## src/hw/rtl/quoted_csv_entity_decoder_top_assert.svh

```systemverilog
// Assertion macros for the quoted field decoder. Each expects clk_i and rst_ni in scope.
`ifndef QUOTED_CSV_ENTITY_DECODER_TOP_ASSERT_SVH
`define QUOTED_CSV_ENTITY_DECODER_TOP_ASSERT_SVH

// The consequent must hold in the same cycle as the antecedent.
`define QCED_ASSERT_NOW(lbl, ante, cons, msg) \
  lbl: assert property (@(posedge clk_i) disable iff (!rst_ni) (ante) |-> (cons)) \
    else $error(msg);

// The consequent must hold in the cycle after the antecedent.
`define QCED_ASSERT_NEXT(lbl, ante, cons, msg) \
  lbl: assert property (@(posedge clk_i) disable iff (!rst_ni) (ante) |=> (cons)) \
    else $error(msg);

`endif

```

## src/hw/rtl/qced_pkg.sv

```systemverilog
`default_nettype none

package qced_pkg;

  localparam int MaxResults       = 8;
  localparam int ResIdxW          = $clog2(MaxResults);
  localparam int HeldMax          = 5;
  localparam int MaxFieldsDefault = 64;
  localparam int FieldIdxW        = 6;

  localparam logic [7:0] CharQuote = 8'h22;
  localparam logic [7:0] CharComma = 8'h2C;
  localparam logic [7:0] CharAmp   = 8'h26;
  localparam logic [7:0] CharHash  = 8'h23;
  localparam logic [7:0] CharX     = 8'h78;
  localparam logic [7:0] CharSemi  = 8'h3B;
  localparam logic [7:0] CharZero  = 8'h30;
  localparam logic [7:0] CharNine  = 8'h39;
  localparam logic [7:0] CharUpA   = 8'h41;
  localparam logic [7:0] CharUpF   = 8'h46;
  localparam logic [7:0] CharQuery = 8'h3F;
  localparam logic [7:0] LeadC2    = 8'hC2;
  localparam logic [7:0] LeadC3    = 8'hC3;

  // Number of entity bytes held back so far.
  localparam logic [2:0] HeldNone   = 3'd0;
  localparam logic [2:0] HeldAmp    = 3'd1;
  localparam logic [2:0] HeldHash   = 3'd2;
  localparam logic [2:0] HeldX      = 3'd3;
  localparam logic [2:0] HeldFirst  = 3'd4;
  localparam logic [2:0] HeldSecond = 3'd5;

  localparam logic [3:0] HighCToF [4] = '{4'd8, 4'd9, 4'd10, 4'd11};

  typedef enum logic [4:0] {
    ModeOutside = 5'b00001,
    ModeQuote   = 5'b00010,
    ModeSkip    = 5'b00100,
    ModeField   = 5'b01000,
    ModeEntity  = 5'b10000
  } mode_e;

  typedef struct packed {
    logic       kind;
    logic [7:0] data;
  } res_t;

  // Value of an uppercase hex digit, or 16 for anything else.
  function automatic logic [4:0] hex_val(input logic [7:0] c);
    logic [7:0] diff;
    diff = 8'h00;
    if (c >= CharZero && c <= CharNine) begin
      diff = c - CharZero;
      return diff[4:0];
    end
    if (c >= CharUpA && c <= CharUpF) begin
      diff = c - CharUpA + 8'd10;
      return diff[4:0];
    end
    return 5'd16;
  endfunction

endpackage

`default_nettype wire

```

## src/hw/rtl/quoted_csv_entity_decoder_top.sv

```systemverilog
// Quoted field extractor with numeric entity decoding.
// Input channel: one byte of a text line per item (data_byte_i, end_of_line_i), taken
// when in_valid_i and in_ready_o are both high. Output channel: one result item per
// handshake (out_kind_o, out_byte_o, field_index_o, last_of_run_o) under out_valid_o
// and out_ready_i; last_of_run_o marks the final result caused by one input byte.
// An accepted item waits in the input register, then its whole group of
// results (none to seven) is decoded in one pass into the result register, and the
// first result of the item is offered from there.
// Throughput is one item per cycle while each item yields at most one result and no
// stall occurs. An item with several results holds the result register, one result
// per cycle unless stalled, and the input register waits; one with none skips it.
// Reset returns the parser to outside any field, clears the held entity bytes and the
// field count, and empties both registers. When the receiver stalls, the current result
// is held steady, the next item waits in the input register and in_ready_o drops.
`default_nettype none

`include "quoted_csv_entity_decoder_top_assert.svh"

module quoted_csv_entity_decoder_top
  import qced_pkg::*;
#(
  parameter int MAX_FIELDS = MaxFieldsDefault
) (
  input  wire logic                 clk_i,
  input  wire logic                 rst_ni,
  input  wire logic                 in_valid_i,
  output logic                      in_ready_o,
  input  wire logic [7:0]           data_byte_i,
  input  wire logic                 end_of_line_i,
  output logic                      out_valid_o,
  input  wire logic                 out_ready_i,
  output logic                      out_kind_o,
  output logic [7:0]                out_byte_o,
  output logic [FieldIdxW-1:0]      field_index_o,
  output logic                      last_of_run_o
);

  // The field counter saturates at the smaller of MAX_FIELDS - 1 and its own top value.
  localparam int FieldTopInt = ((MAX_FIELDS - 1) < ((1 << FieldIdxW) - 1)) ?
                               (MAX_FIELDS - 1) : ((1 << FieldIdxW) - 1);
  localparam logic [FieldIdxW-1:0] FieldTop = FieldIdxW'(FieldTopInt);

  // Input register.
  logic       in_vld_q;
  logic [7:0] in_byte_q;
  logic       in_eol_q;

  // Parser state.
  mode_e                mode_q, mode_d;
  logic [2:0]           held_q, held_d;
  logic [7:0]           fd_q, fd_d;
  logic [7:0]           sd_q, sd_d;
  logic [FieldIdxW-1:0] fc_q, fc_d;

  // Result register: the whole group of results of one item.
  logic                 bst_vld_q;
  res_t                 bst_q [MaxResults];
  logic [ResIdxW-1:0]   bst_ptr_q;
  logic [ResIdxW-1:0]   bst_last_q;
  logic [FieldIdxW-1:0] bst_idx_q;

  // Decoder outputs.
  res_t               res_d [MaxResults];
  logic [ResIdxW-1:0] res_cnt;
  logic               plain;
  logic               do_end;
  logic               flush_ok;
  logic [2:0]         flush_cnt;
  logic [7:0]         held_bytes [HeldMax];
  logic [4:0]         h1;
  logic [4:0]         h2;

  logic out_fire;
  logic bst_free;
  logic adv;

  assign out_fire   = bst_vld_q && out_ready_i;
  assign bst_free   = !bst_vld_q || (out_fire && (bst_ptr_q == bst_last_q));
  assign adv        = in_vld_q && bst_free;
  assign in_ready_o = !in_vld_q || adv;

  assign h1 = hex_val(fd_q);
  assign h2 = hex_val(sd_q);

  always_comb begin
    mode_d    = mode_q;
    held_d    = held_q;
    fd_d      = fd_q;
    sd_d      = sd_q;
    fc_d      = fc_q;
    res_cnt   = '0;
    plain     = 1'b0;
    do_end    = 1'b0;
    flush_ok  = 1'b1;
    flush_cnt = HeldNone;
    for (int i = 0; i < MaxResults; i++) begin
      res_d[i] = '0;
    end
    held_bytes[0] = CharAmp;
    held_bytes[1] = CharHash;
    held_bytes[2] = CharX;
    held_bytes[3] = fd_q;
    held_bytes[4] = sd_q;

    // Main step for the current byte.
    case (mode_q)
      ModeOutside: begin
        if (in_byte_q == CharQuote) begin
          mode_d = ModeQuote;
        end
      end
      ModeQuote: begin
        if (in_byte_q == CharComma) begin
          mode_d = ModeOutside;
        end else if (in_byte_q == CharQuote) begin
          res_d[res_cnt] = '{kind: 1'b0, data: CharZero};
          res_cnt        = res_cnt + 1'b1;
          do_end         = 1'b1;
          mode_d         = ModeSkip;
        end else begin
          plain = 1'b1;
        end
      end
      ModeSkip: begin
        mode_d = ModeOutside;
      end
      ModeField: begin
        plain = 1'b1;
      end
      ModeEntity: begin
        case (held_q)
          HeldAmp:   flush_ok = (in_byte_q == CharHash);
          HeldHash:  flush_ok = (in_byte_q == CharX);
          HeldX: begin
            flush_ok = (in_byte_q != CharQuote) && (in_byte_q != CharAmp);
            if (flush_ok) begin
              fd_d = in_byte_q;
            end
          end
          HeldFirst: begin
            flush_ok = (in_byte_q != CharQuote) && (in_byte_q != CharAmp);
            if (flush_ok) begin
              sd_d = in_byte_q;
            end
          end
          default:   flush_ok = 1'b0;
        endcase
        if (held_q == HeldSecond && in_byte_q == CharSemi) begin
          // Complete entity: decode into one or two bytes.
          held_d = HeldNone;
          mode_d = ModeField;
          if (h1[4] || h2[4]) begin
            res_d[res_cnt] = '{kind: 1'b0, data: CharQuery};
            res_cnt        = res_cnt + 1'b1;
          end else if (h1[3:0] <= 4'd9) begin
            res_d[res_cnt] = '{kind: 1'b0, data: {h1[3:0], h2[3:0]}};
            res_cnt        = res_cnt + 1'b1;
          end else if (h1[3:0] <= 4'd11) begin
            res_d[res_cnt] = '{kind: 1'b0, data: LeadC2};
            res_cnt        = res_cnt + 1'b1;
            res_d[res_cnt] = '{kind: 1'b0, data: {h1[3:0], h2[3:0]}};
            res_cnt        = res_cnt + 1'b1;
          end else begin
            res_d[res_cnt] = '{kind: 1'b0, data: LeadC3};
            res_cnt        = res_cnt + 1'b1;
            res_d[res_cnt] = '{kind: 1'b0, data: {HighCToF[h1[1:0]], h2[3:0]}};
            res_cnt        = res_cnt + 1'b1;
          end
        end else if (flush_ok) begin
          held_d = held_q + 3'd1;
        end else begin
          // Pattern broken: send the held bytes literally, then treat the byte as plain.
          for (int i = 0; i < HeldMax; i++) begin
            if (3'(i) < held_q) begin
              res_d[res_cnt] = '{kind: 1'b0, data: held_bytes[i]};
              res_cnt        = res_cnt + 1'b1;
            end
          end
          held_d = HeldNone;
          plain  = 1'b1;
        end
      end
      default: begin
        mode_d = ModeOutside;
        held_d = HeldNone;
      end
    endcase

    if (plain) begin
      if (in_byte_q == CharQuote) begin
        mode_d = ModeOutside;
        do_end = 1'b1;
      end else if (in_byte_q == CharAmp) begin
        mode_d = ModeEntity;
        held_d = HeldAmp;
      end else begin
        mode_d         = ModeField;
        res_d[res_cnt] = '{kind: 1'b0, data: in_byte_q};
        res_cnt        = res_cnt + 1'b1;
      end
    end

    // Line end: flush what is held and close any open field.
    if (in_eol_q) begin
      if (mode_d == ModeEntity) begin
        flush_cnt = held_d;
      end
      held_bytes[3] = fd_d;
      held_bytes[4] = sd_d;
      for (int i = 0; i < HeldMax; i++) begin
        if (3'(i) < flush_cnt) begin
          res_d[res_cnt] = '{kind: 1'b0, data: held_bytes[i]};
          res_cnt        = res_cnt + 1'b1;
        end
      end
      if (mode_d == ModeField || mode_d == ModeEntity || mode_d == ModeQuote) begin
        do_end = 1'b1;
      end
    end

    // A field end is always the last result of its item.
    if (do_end) begin
      res_d[res_cnt] = '{kind: 1'b1, data: 8'h00};
      res_cnt        = res_cnt + 1'b1;
      if (fc_q < FieldTop) begin
        fc_d = fc_q + 1'b1;
      end
    end

    if (in_eol_q) begin
      mode_d = ModeOutside;
      held_d = HeldNone;
      fd_d   = 8'h00;
      sd_d   = 8'h00;
      fc_d   = '0;
    end
  end

  always_ff @(posedge clk_i or negedge rst_ni) begin
    if (!rst_ni) begin
      in_vld_q   <= 1'b0;
      mode_q     <= ModeOutside;
      held_q     <= HeldNone;
      fd_q       <= 8'h00;
      sd_q       <= 8'h00;
      fc_q       <= '0;
      bst_vld_q  <= 1'b0;
      bst_ptr_q  <= '0;
      bst_last_q <= '0;
    end else begin
      if (in_ready_o) begin
        in_vld_q <= in_valid_i;
      end
      if (adv) begin
        mode_q <= mode_d;
        held_q <= held_d;
        fd_q   <= fd_d;
        sd_q   <= sd_d;
        fc_q   <= fc_d;
      end
      if (adv && res_cnt != '0) begin
        bst_vld_q  <= 1'b1;
        bst_ptr_q  <= '0;
        bst_last_q <= res_cnt - 1'b1;
      end else if (out_fire) begin
        if (bst_ptr_q == bst_last_q) begin
          bst_vld_q <= 1'b0;
        end else begin
          bst_ptr_q <= bst_ptr_q + 1'b1;
        end
      end
    end
  end

  always_ff @(posedge clk_i) begin
    if (in_ready_o && in_valid_i) begin
      in_byte_q <= data_byte_i;
      in_eol_q  <= end_of_line_i;
    end
    if (adv && res_cnt != '0) begin
      bst_q     <= res_d;
      bst_idx_q <= fc_q;
    end
  end

  assign out_valid_o   = bst_vld_q;
  assign out_kind_o    = bst_q[bst_ptr_q].kind;
  assign out_byte_o    = bst_q[bst_ptr_q].data;
  assign field_index_o = bst_idx_q;
  assign last_of_run_o = (bst_ptr_q == bst_last_q);

  `QCED_ASSERT_NOW(a_held_only_in_entity, 1'b1, ((mode_q == ModeEntity) == (held_q != HeldNone)), "held entity bytes outside entity mode")
  `QCED_ASSERT_NOW(a_ptr_in_group, bst_vld_q, (bst_ptr_q <= bst_last_q), "result pointer beyond its group")
  `QCED_ASSERT_NEXT(a_stall_holds_ptr, (bst_vld_q && !out_ready_i), (bst_vld_q && $stable(bst_ptr_q)), "stalled result moved")
  `QCED_ASSERT_NOW(a_field_count_top, 1'b1, (fc_q <= FieldTop), "field count above its ceiling")
  `QCED_ASSERT_NOW(a_not_ready_full, !in_ready_o, (in_vld_q && bst_vld_q), "input blocked without a waiting item")

endmodule

`default_nettype wire

```

## config.mk

```make
export PLATFORM = sky130hd
export DESIGN_NAME = quoted_csv_entity_decoder_top
export DESIGN_NICKNAME = d
export VERILOG_FILES = /design/src/hw/rtl/qced_pkg.sv /design/src/hw/rtl/quoted_csv_entity_decoder_top.sv
export VERILOG_INCLUDE_DIRS = /design/src /design/src/hw/rtl
export SDC_FILE = /design/constraint.sdc
export NUM_CORES = 1
export LEC_CHECK = 0
export ABC_AREA = 1
export BUFFER_PORTS_ARGS = -buffer_cell sky130_fd_sc_hd__buf_2
export CAP_MARGIN = 5
export CELL_PAD_IN_SITES_DETAIL_PLACEMENT = 0
export CELL_PAD_IN_SITES_GLOBAL_PLACEMENT = 2
export CORE_MARGIN = 2
export CORE_UTILIZATION = 35
export CTS_BUF_LIST = sky130_fd_sc_hd__clkbuf_8
export CTS_CLUSTER_DIAMETER = 40
export CTS_CLUSTER_SIZE = 20
export DETAILED_ROUTE_END_ITERATION = 6
export HOLD_SLACK_MARGIN = 0.03
export PLACE_DENSITY = 0.88
export SLEW_MARGIN = 20
export SYNTH_ARGS = -nofsm -noshare
export SYNTH_HDL_FRONTEND = slang
export SYNTH_SLANG_ARGS = --single-unit
```

## constraint.sdc

```tcl
create_clock -name clk_i -period 9.25 [get_ports clk_i]
set_input_delay 1.3875 -clock clk_i [delete_from_list [all_inputs] [get_ports clk_i]]
set_output_delay 1.3875 -clock clk_i [all_outputs]
set_load 0.05 [all_outputs]
```

Word level (Yosys, flattened, before mapping)

Cells that the tools add are included.

Output and inout port bits: 18
Register bits after elaboration: 125

$lt $le $gt $ge: 45
Eq/ne operators: 23
Muxes and demuxes: 177
Reduce and logical (&&, ||, !) cells: 39
Add/subtract/negate cells: 21
Bitwise logic cells: 31

Operator list:

| operator                                           | count |
|---|---|
| two-way mux 72 bit                                 | 28 |
| bitwise mux 72 bit                                 | 5 |
| demux 9 bit (select 3 bit)                         | 11 |
| two-way mux 9 bit                                  | 19 |
| bitwise AND 48 bit                                 | 3 |
| NOT 48 bit                                         | 3 |
| two-way mux 3 bit                                  | 43 |
| bitwise AND 40 bit                                 | 2 |
| two-way mux 5 bit                                  | 16 |
| NOT 40 bit                                         | 2 |
| two-way mux 8 bit                                  | 9 |
| OR 24 bit                                          | 3 |
| bitwise AND 64 bit                                 | 1 |
| NOT 64 bit                                         | 1 |
| OR 32 bit                                          | 2 |
| two-way mux 63 bit                                 | 1 |
| two-way mux 54 bit                                 | 1 |
| >= comparator 4 bit, second input constant         | 12 |
| NOT 3 -> 4 bit                                     | 12 |
| < comparator 4 x 1 -> 1 bit, second input constant | 11 |
| == test 8 x 6 -> 1 bit, second input constant      | 5 |
| adder 3 x 1 -> 3 bit, second input constant        | 13 |
| two-way mux 6 bit                                  | 6 |
| binary-select mux 9 bit (select 3 bit)             | 1 |
| 48 further kinds                                   | 126 |

Logic depth before layout (Yosys ltp)

Depth in word-level cells: 54
Mapped depth: 45
Gate-level depth less buffers: 44

Least setup slack after synthesis

Ideal clock, no wire load.

Path kind: register to register
From: register fd_q[0]
To: register bst_last_q[1]
Arrival time: 9.372 ns
Buffers on the path: 1
Setup slack: -0.228 ns
Library setup time: 0.106 ns
Cell stages (with the launch flop): 40
Period minus slack after synthesis: 9.478 ns
Cell sequence: dfrtp_1 inv_1 ha_1 nand3_1 nand2_1 inv_1 nand2_1 o21ai_1 nand2_1 inv_1 nand2_2 nand2_2 nand2_2 ha_1 nand2_1 nand2_1 ha_1 o21bai_1 [4 not listed] or2_1 nand4_1 nand2_2 a21oi_4 buf_6 inv_1 ha_1 o21ai_0 inv_1 nand2_1 nand2_1 nor2_2 nor3_1 ha_1 ha_1 nor2_1 inv_1 o21ai_0

Longest elaborated chain between the ends: 34

Ends and longest elaborated chain:

| item                                                              | RTL line                             | RTL |
|---|---|---|
| from (decl)                                                       | quoted_csv_entity_decoder_top.sv:51  | `logic [7:0] fd_q, fd_d;` |
| from (signal assigned)                                            | quoted_csv_entity_decoder_top.sv:244 | `fd_q <= 8'h00;` |
| from (signal assigned)                                            | quoted_csv_entity_decoder_top.sv:257 | `fd_q <= fd_d;` |
| branches (longest 5 deep; another with subtractor 5 x 1 -> 5 bit) | --                                   |  |
| two-way mux 5 bit *                                               | qced_pkg.sv:56                       | `if (c >= CharUpA && c <= CharUpF) begin` |
| less-or-equal comparator 4 bit                                    | quoted_csv_entity_decoder_top.sv:155 | `end else if (h1[3:0] <= 4'd9) begin` |
| two-way mux 2 bit                                                 | quoted_csv_entity_decoder_top.sv:155 |  |
| two-way mux 2 bit *                                               | quoted_csv_entity_decoder_top.sv:152 | `if (h1[4] \|\| h2[4]) begin` |
| two-way mux 3 bit *                                               | quoted_csv_entity_decoder_top.sv:148 | `if (held_q == HeldSecond && in_byte_q == CharSemi) begin` |
| one-hot mux 3 bit (2 select lines) *                              | quoted_csv_entity_decoder_top.sv:106 | `case (mode_q)` |
| adder 3 x 1 -> 3 bit                                              | quoted_csv_entity_decoder_top.sv:199 | `res_cnt = res_cnt + 1'b1;` |
| [13 not listed]                                                   | --                                   |  |
| two-way mux 3 bit                                                 | quoted_csv_entity_decoder_top.sv:211 | `if (3'(i) < flush_cnt) begin` |
| two-way mux 3 bit                                                 | quoted_csv_entity_decoder_top.sv:204 | `if (in_eol_q) begin` |
| adder 3 x 1 -> 3 bit                                              | quoted_csv_entity_decoder_top.sv:213 | `res_cnt = res_cnt + 1'b1;` |
| two-way mux 3 bit                                                 | quoted_csv_entity_decoder_top.sv:211 |  |
| two-way mux 3 bit *                                               | quoted_csv_entity_decoder_top.sv:204 |  |
| adder 3 x 1 -> 3 bit                                              | quoted_csv_entity_decoder_top.sv:224 | `res_cnt = res_cnt + 1'b1;` |
| two-way mux 3 bit *                                               | quoted_csv_entity_decoder_top.sv:222 | `if (do_end) begin` |
| branches (longest 2 deep; another with subtractor 3 x 1 -> 3 bit) | --                                   |  |
| to (signal assigned)                                              | quoted_csv_entity_decoder_top.sv:264 | `bst_last_q <= res_cnt - 1'b1;` |
| to (decl)                                                         | quoted_csv_entity_decoder_top.sv:59  | `logic [ResIdxW-1:0] bst_last_q;` |

Mark *: on every way between the ends. The select of a mux whose other input is x is not followed.
A chain may end at the register's enable or synchronous reset.

Worst setup path after layout

From: register sd_q[0]
To: register bst_q[24] (netlist name), enable pin

Longest elaborated chain between the ends: 33

Ends and longest elaborated chain:

| item                                                              | RTL line                             | RTL |
|---|---|---|
| from (decl)                                                       | quoted_csv_entity_decoder_top.sv:52  | `logic [7:0] sd_q, sd_d;` |
| from (signal assigned)                                            | quoted_csv_entity_decoder_top.sv:245 | `sd_q <= 8'h00;` |
| from (signal assigned)                                            | quoted_csv_entity_decoder_top.sv:258 | `sd_q <= sd_d;` |
| branches (longest 5 deep; another with subtractor 5 x 1 -> 5 bit) | --                                   |  |
| two-way mux 5 bit *                                               | qced_pkg.sv:56                       |  |
| logical OR 1 bit *                                                | quoted_csv_entity_decoder_top.sv:152 |  |
| two-way mux 2 bit *                                               | quoted_csv_entity_decoder_top.sv:152 |  |
| two-way mux 3 bit *                                               | quoted_csv_entity_decoder_top.sv:148 |  |
| one-hot mux 3 bit (2 select lines) *                              | quoted_csv_entity_decoder_top.sv:106 |  |
| adder 3 x 1 -> 3 bit                                              | quoted_csv_entity_decoder_top.sv:199 |  |
| two-way mux 3 bit                                                 | quoted_csv_entity_decoder_top.sv:193 | `end else if (in_byte_q == CharAmp) begin` |
| [13 not listed]                                                   | --                                   |  |
| two-way mux 3 bit                                                 | quoted_csv_entity_decoder_top.sv:204 |  |
| adder 3 x 1 -> 3 bit                                              | quoted_csv_entity_decoder_top.sv:213 |  |
| two-way mux 3 bit                                                 | quoted_csv_entity_decoder_top.sv:211 |  |
| two-way mux 3 bit *                                               | quoted_csv_entity_decoder_top.sv:204 |  |
| adder 3 x 1 -> 3 bit                                              | quoted_csv_entity_decoder_top.sv:224 |  |
| two-way mux 3 bit *                                               | quoted_csv_entity_decoder_top.sv:222 |  |
| nonzero test 3 bit *                                              | quoted_csv_entity_decoder_top.sv:280 | `if (adv && res_cnt != '0) begin` |
| logical AND 1 bit *                                               | quoted_csv_entity_decoder_top.sv:280 |  |
| to (signal assigned)                                              | quoted_csv_entity_decoder_top.sv:281 | `bst_q <= res_d;` |
| to (decl)                                                         | quoted_csv_entity_decoder_top.sv:57  | `res_t bst_q [MaxResults];` |

Marks and branches as above.

==> impl_metrics.tcl <==
set metrics [dict create \
    worstHoldPathCells 0 \
    slew_headroom 0.300 \
    cts.sinks 125 \
    io_pins 31 \
    layout_commonest_cell "nand2_1" \
    ys_seq_area_frac 0.384 \
    area_growth_pct 9.20 \
    syn_nets 1285 \
    grt_pass1_wl_um 50100 \
    synthDistinctLibCells 51 \
    clk_latency_ns 0.47 \
    die_h_um 167 \
    regToRegEndpoint "bst_q[24]" \
    cts_setup_buffers 0 \
    rsz0062_at_grt "no" \
    grt_start_max_net_pins 71 \
    cts_hold_buf 0 \
    drt_wl_total_um 32700 \
    layout.nets 1304 \
    num_rows 59 \
    top_usage_layer "met2" \
    powerDensity_nw_per_um2 195 \
    diodes 0 \
    crit_path_frequent_cell "nand2_1" \
    rr_worst_depth 38 \
    outcome "completed" \
    synth_area_um2 9290 \
    use_met1 0.343 \
    finalMaxSlewViolations 0 \
    clockBufferDepth 2 \
    drc_errors 0 \
    core_um2 26100 \
    reg2reg_slack_ns 1.99 \
    dpl_cell_area_um2 9760 \
    synth-edff-count 87 \
    stdcell_area_um2 10100 \
    holdCritPathClass "reg -> reg" \
    period_minus_slack_ns 7.26 \
    ys_warn_count 0 \
    initial_core_util 0.357 \
    io_buffers 30 \
    synth_cells 1252 \
    tightest_slew_ns 1.04 \
    skew_ns 0.0155 \
    ir_worst_vdd_v 0.000226 \
    finalSetupViolCount 0 \
    r2r-start "sd_q[0]" \
    arrival_ns 7.35 \
    use_met3 0.0271 \
    antenna_found_initial 0 \
    hp-start "fc_q[3]" \
    endpoint_kind "flop" \
    via_per_inst 5.47 \
    clk_pin_slew_ns 0.10 \
    p_leak_nw 4.65 \
    required_ns 9.34 \
    layout_common_cells "262 x nand2_1, 161 x inv_1, 129 x nor2_1" \
    max_cap_viol_count 0 \
    synth_ff_type "edfxtp_1" \
    cp_max_fo 70 \
    cts_tree "done" \
    drive_gt1_frac 0.149 \
    hold_slack_ns 0.494 \
    ys_ff_latch 125 \
    period_share 0.785 \
    dieArea_um2 27900 \
    grtUsageMet2 0.362 \
    postRouteAntennaNets 0 \
    dp_hpwl_um 24400 \
    die_w_um 167 \
    worstSetupPathType "reg -> reg" \
    h-tree-depth 4 \
    setup-tns-final_ns 0 \
    avgSynthCellArea_um2 7.42 \
    crit_path_max_incr_delay_ns 0.76 \
    cp-start-kind "flop" \
    holdPathEnd "field_index_o[3]" \
    firstDrtPassIters 5 \
    critPathSlowestCell "buf_4" \
    grt-ovfl-total 0 \
    power_mw 1.97 \
    cts-root-buf "clkbuf_8" \
    gp_congestion 0.965 \
    fmax_mhz 138 \
    synthArstFlopShare 0.304 \
    grt_pass1_vias 8255 \
    drt-wirelength-per-cell_um 20.2 \
    first_iter_violations 868 \
    cts_resized 0 \
    grt_util_all_layers 0.236 \
    hold_violations 0 \
    vias 8859 \
    numCtsBuffers 17 \
]
-- area by class of cell --
cell class,instances,area (µm²)
inverter,192,728
clock buffer,17,234
fill,2768,15900
clock inverter,15,149
tap,335,419
timing repair buffer,37,203
sequential,125,3560
multi-input combinational,898,4850
-- report_power, final --
part           leakage, nW  internal (mW)  switching, mW  total, mW
logic                 3.13          0.160          0.557      0.718
clock network        0.194          0.201          0.294      0.495
registers             1.32          0.700         0.0611      0.761
-- metal layers --
| metal | part of all wire | routed length (µm) |
|---|---|---|
| met1 | 0.48 | 15800 |
| met2 | 0.44 | 14400 |
| met3 | 0.042 | 1380 |
| met4 | 0.033 | 1080 |
| met5 | 0 | 0 |
-- how the worst max path moves through the flow --
stage                    end         start  slack (ns)  cells after the start
2_1_floorplan  bst_last_q[1]       fd_q[0]        1.29                     39
3_3_place_gp       bst_q[39]  in_byte_q[6]        2.18                     34
3_5_place_dp       bst_q[40]  in_byte_q[6]        2.08                     34
4_1_cts            bst_q[22]  in_byte_q[6]        2.04                     34
5_1_grt            bst_q[24]     held_q[1]        1.26                     36
6_report           bst_q[24]       sd_q[0]        1.99                     38
-- worst max-delay path: cells and delay by family, from the launching register on --
family                   cells  cell delay [ns]
adder cells (fa/ha/maj)      7             1.76
flip-flops                   1             0.44
AO/OA/AOI/OAI                4             0.90
AND/OR/NAND/NOR             19             2.33
buffers and inverters        8             1.38
-- synthesized netlist by cell type (20+ instances only) --
cell,instances,area (µm²)
nand2_1,262,983
inv_1,161,604
nor2_1,131,492
o21ai_0,119,596
nand3_1,89,445
edfxtp_1,87,2610
o22ai_1,45,282
dfrtp_1,37,926
nand4_1,30,188
clkbuf_1,29,109
nor3_1,28,140
nand2_2,25,156
inv_2,24,90.1
a21oi_1,21,105
ha_1,20,250
-- sequential cells by signal, summed over array words and instances (netlist names), 3 cells and up --
| name | flops |
|---|---|
| bst_last_q | 3 |
| bst_ptr_q | 3 |
| bst_q | 72 |
| fc_q | 6 |
| fd_q | 8 |
| field_index_o | 6 |
| held_q | 3 |
| in_byte_q | 8 |
| mode_q | 5 |
| sd_q | 8 |
-- logic make-up after synthesis --
logic type / synth area share
simple gates: 0.334
fa+ha+maj: 0.0269
compound gates: 0.154
xor+xnor: 0.00566
buf+inv: 0.0956
flops: 0.384
-- per-stage QoR --
step                instances  setup slack [ns]  utilization
global route             1619              1.26        0.389
detailed placement       1587              2.08        0.375
finish                   1619              1.99        0.389
floorplan                1252              1.29            -
CTS                      1619              2.04        0.389
global placement         1587              2.18        0.375
Note: power is estimated with default switching activity, not from simulation.
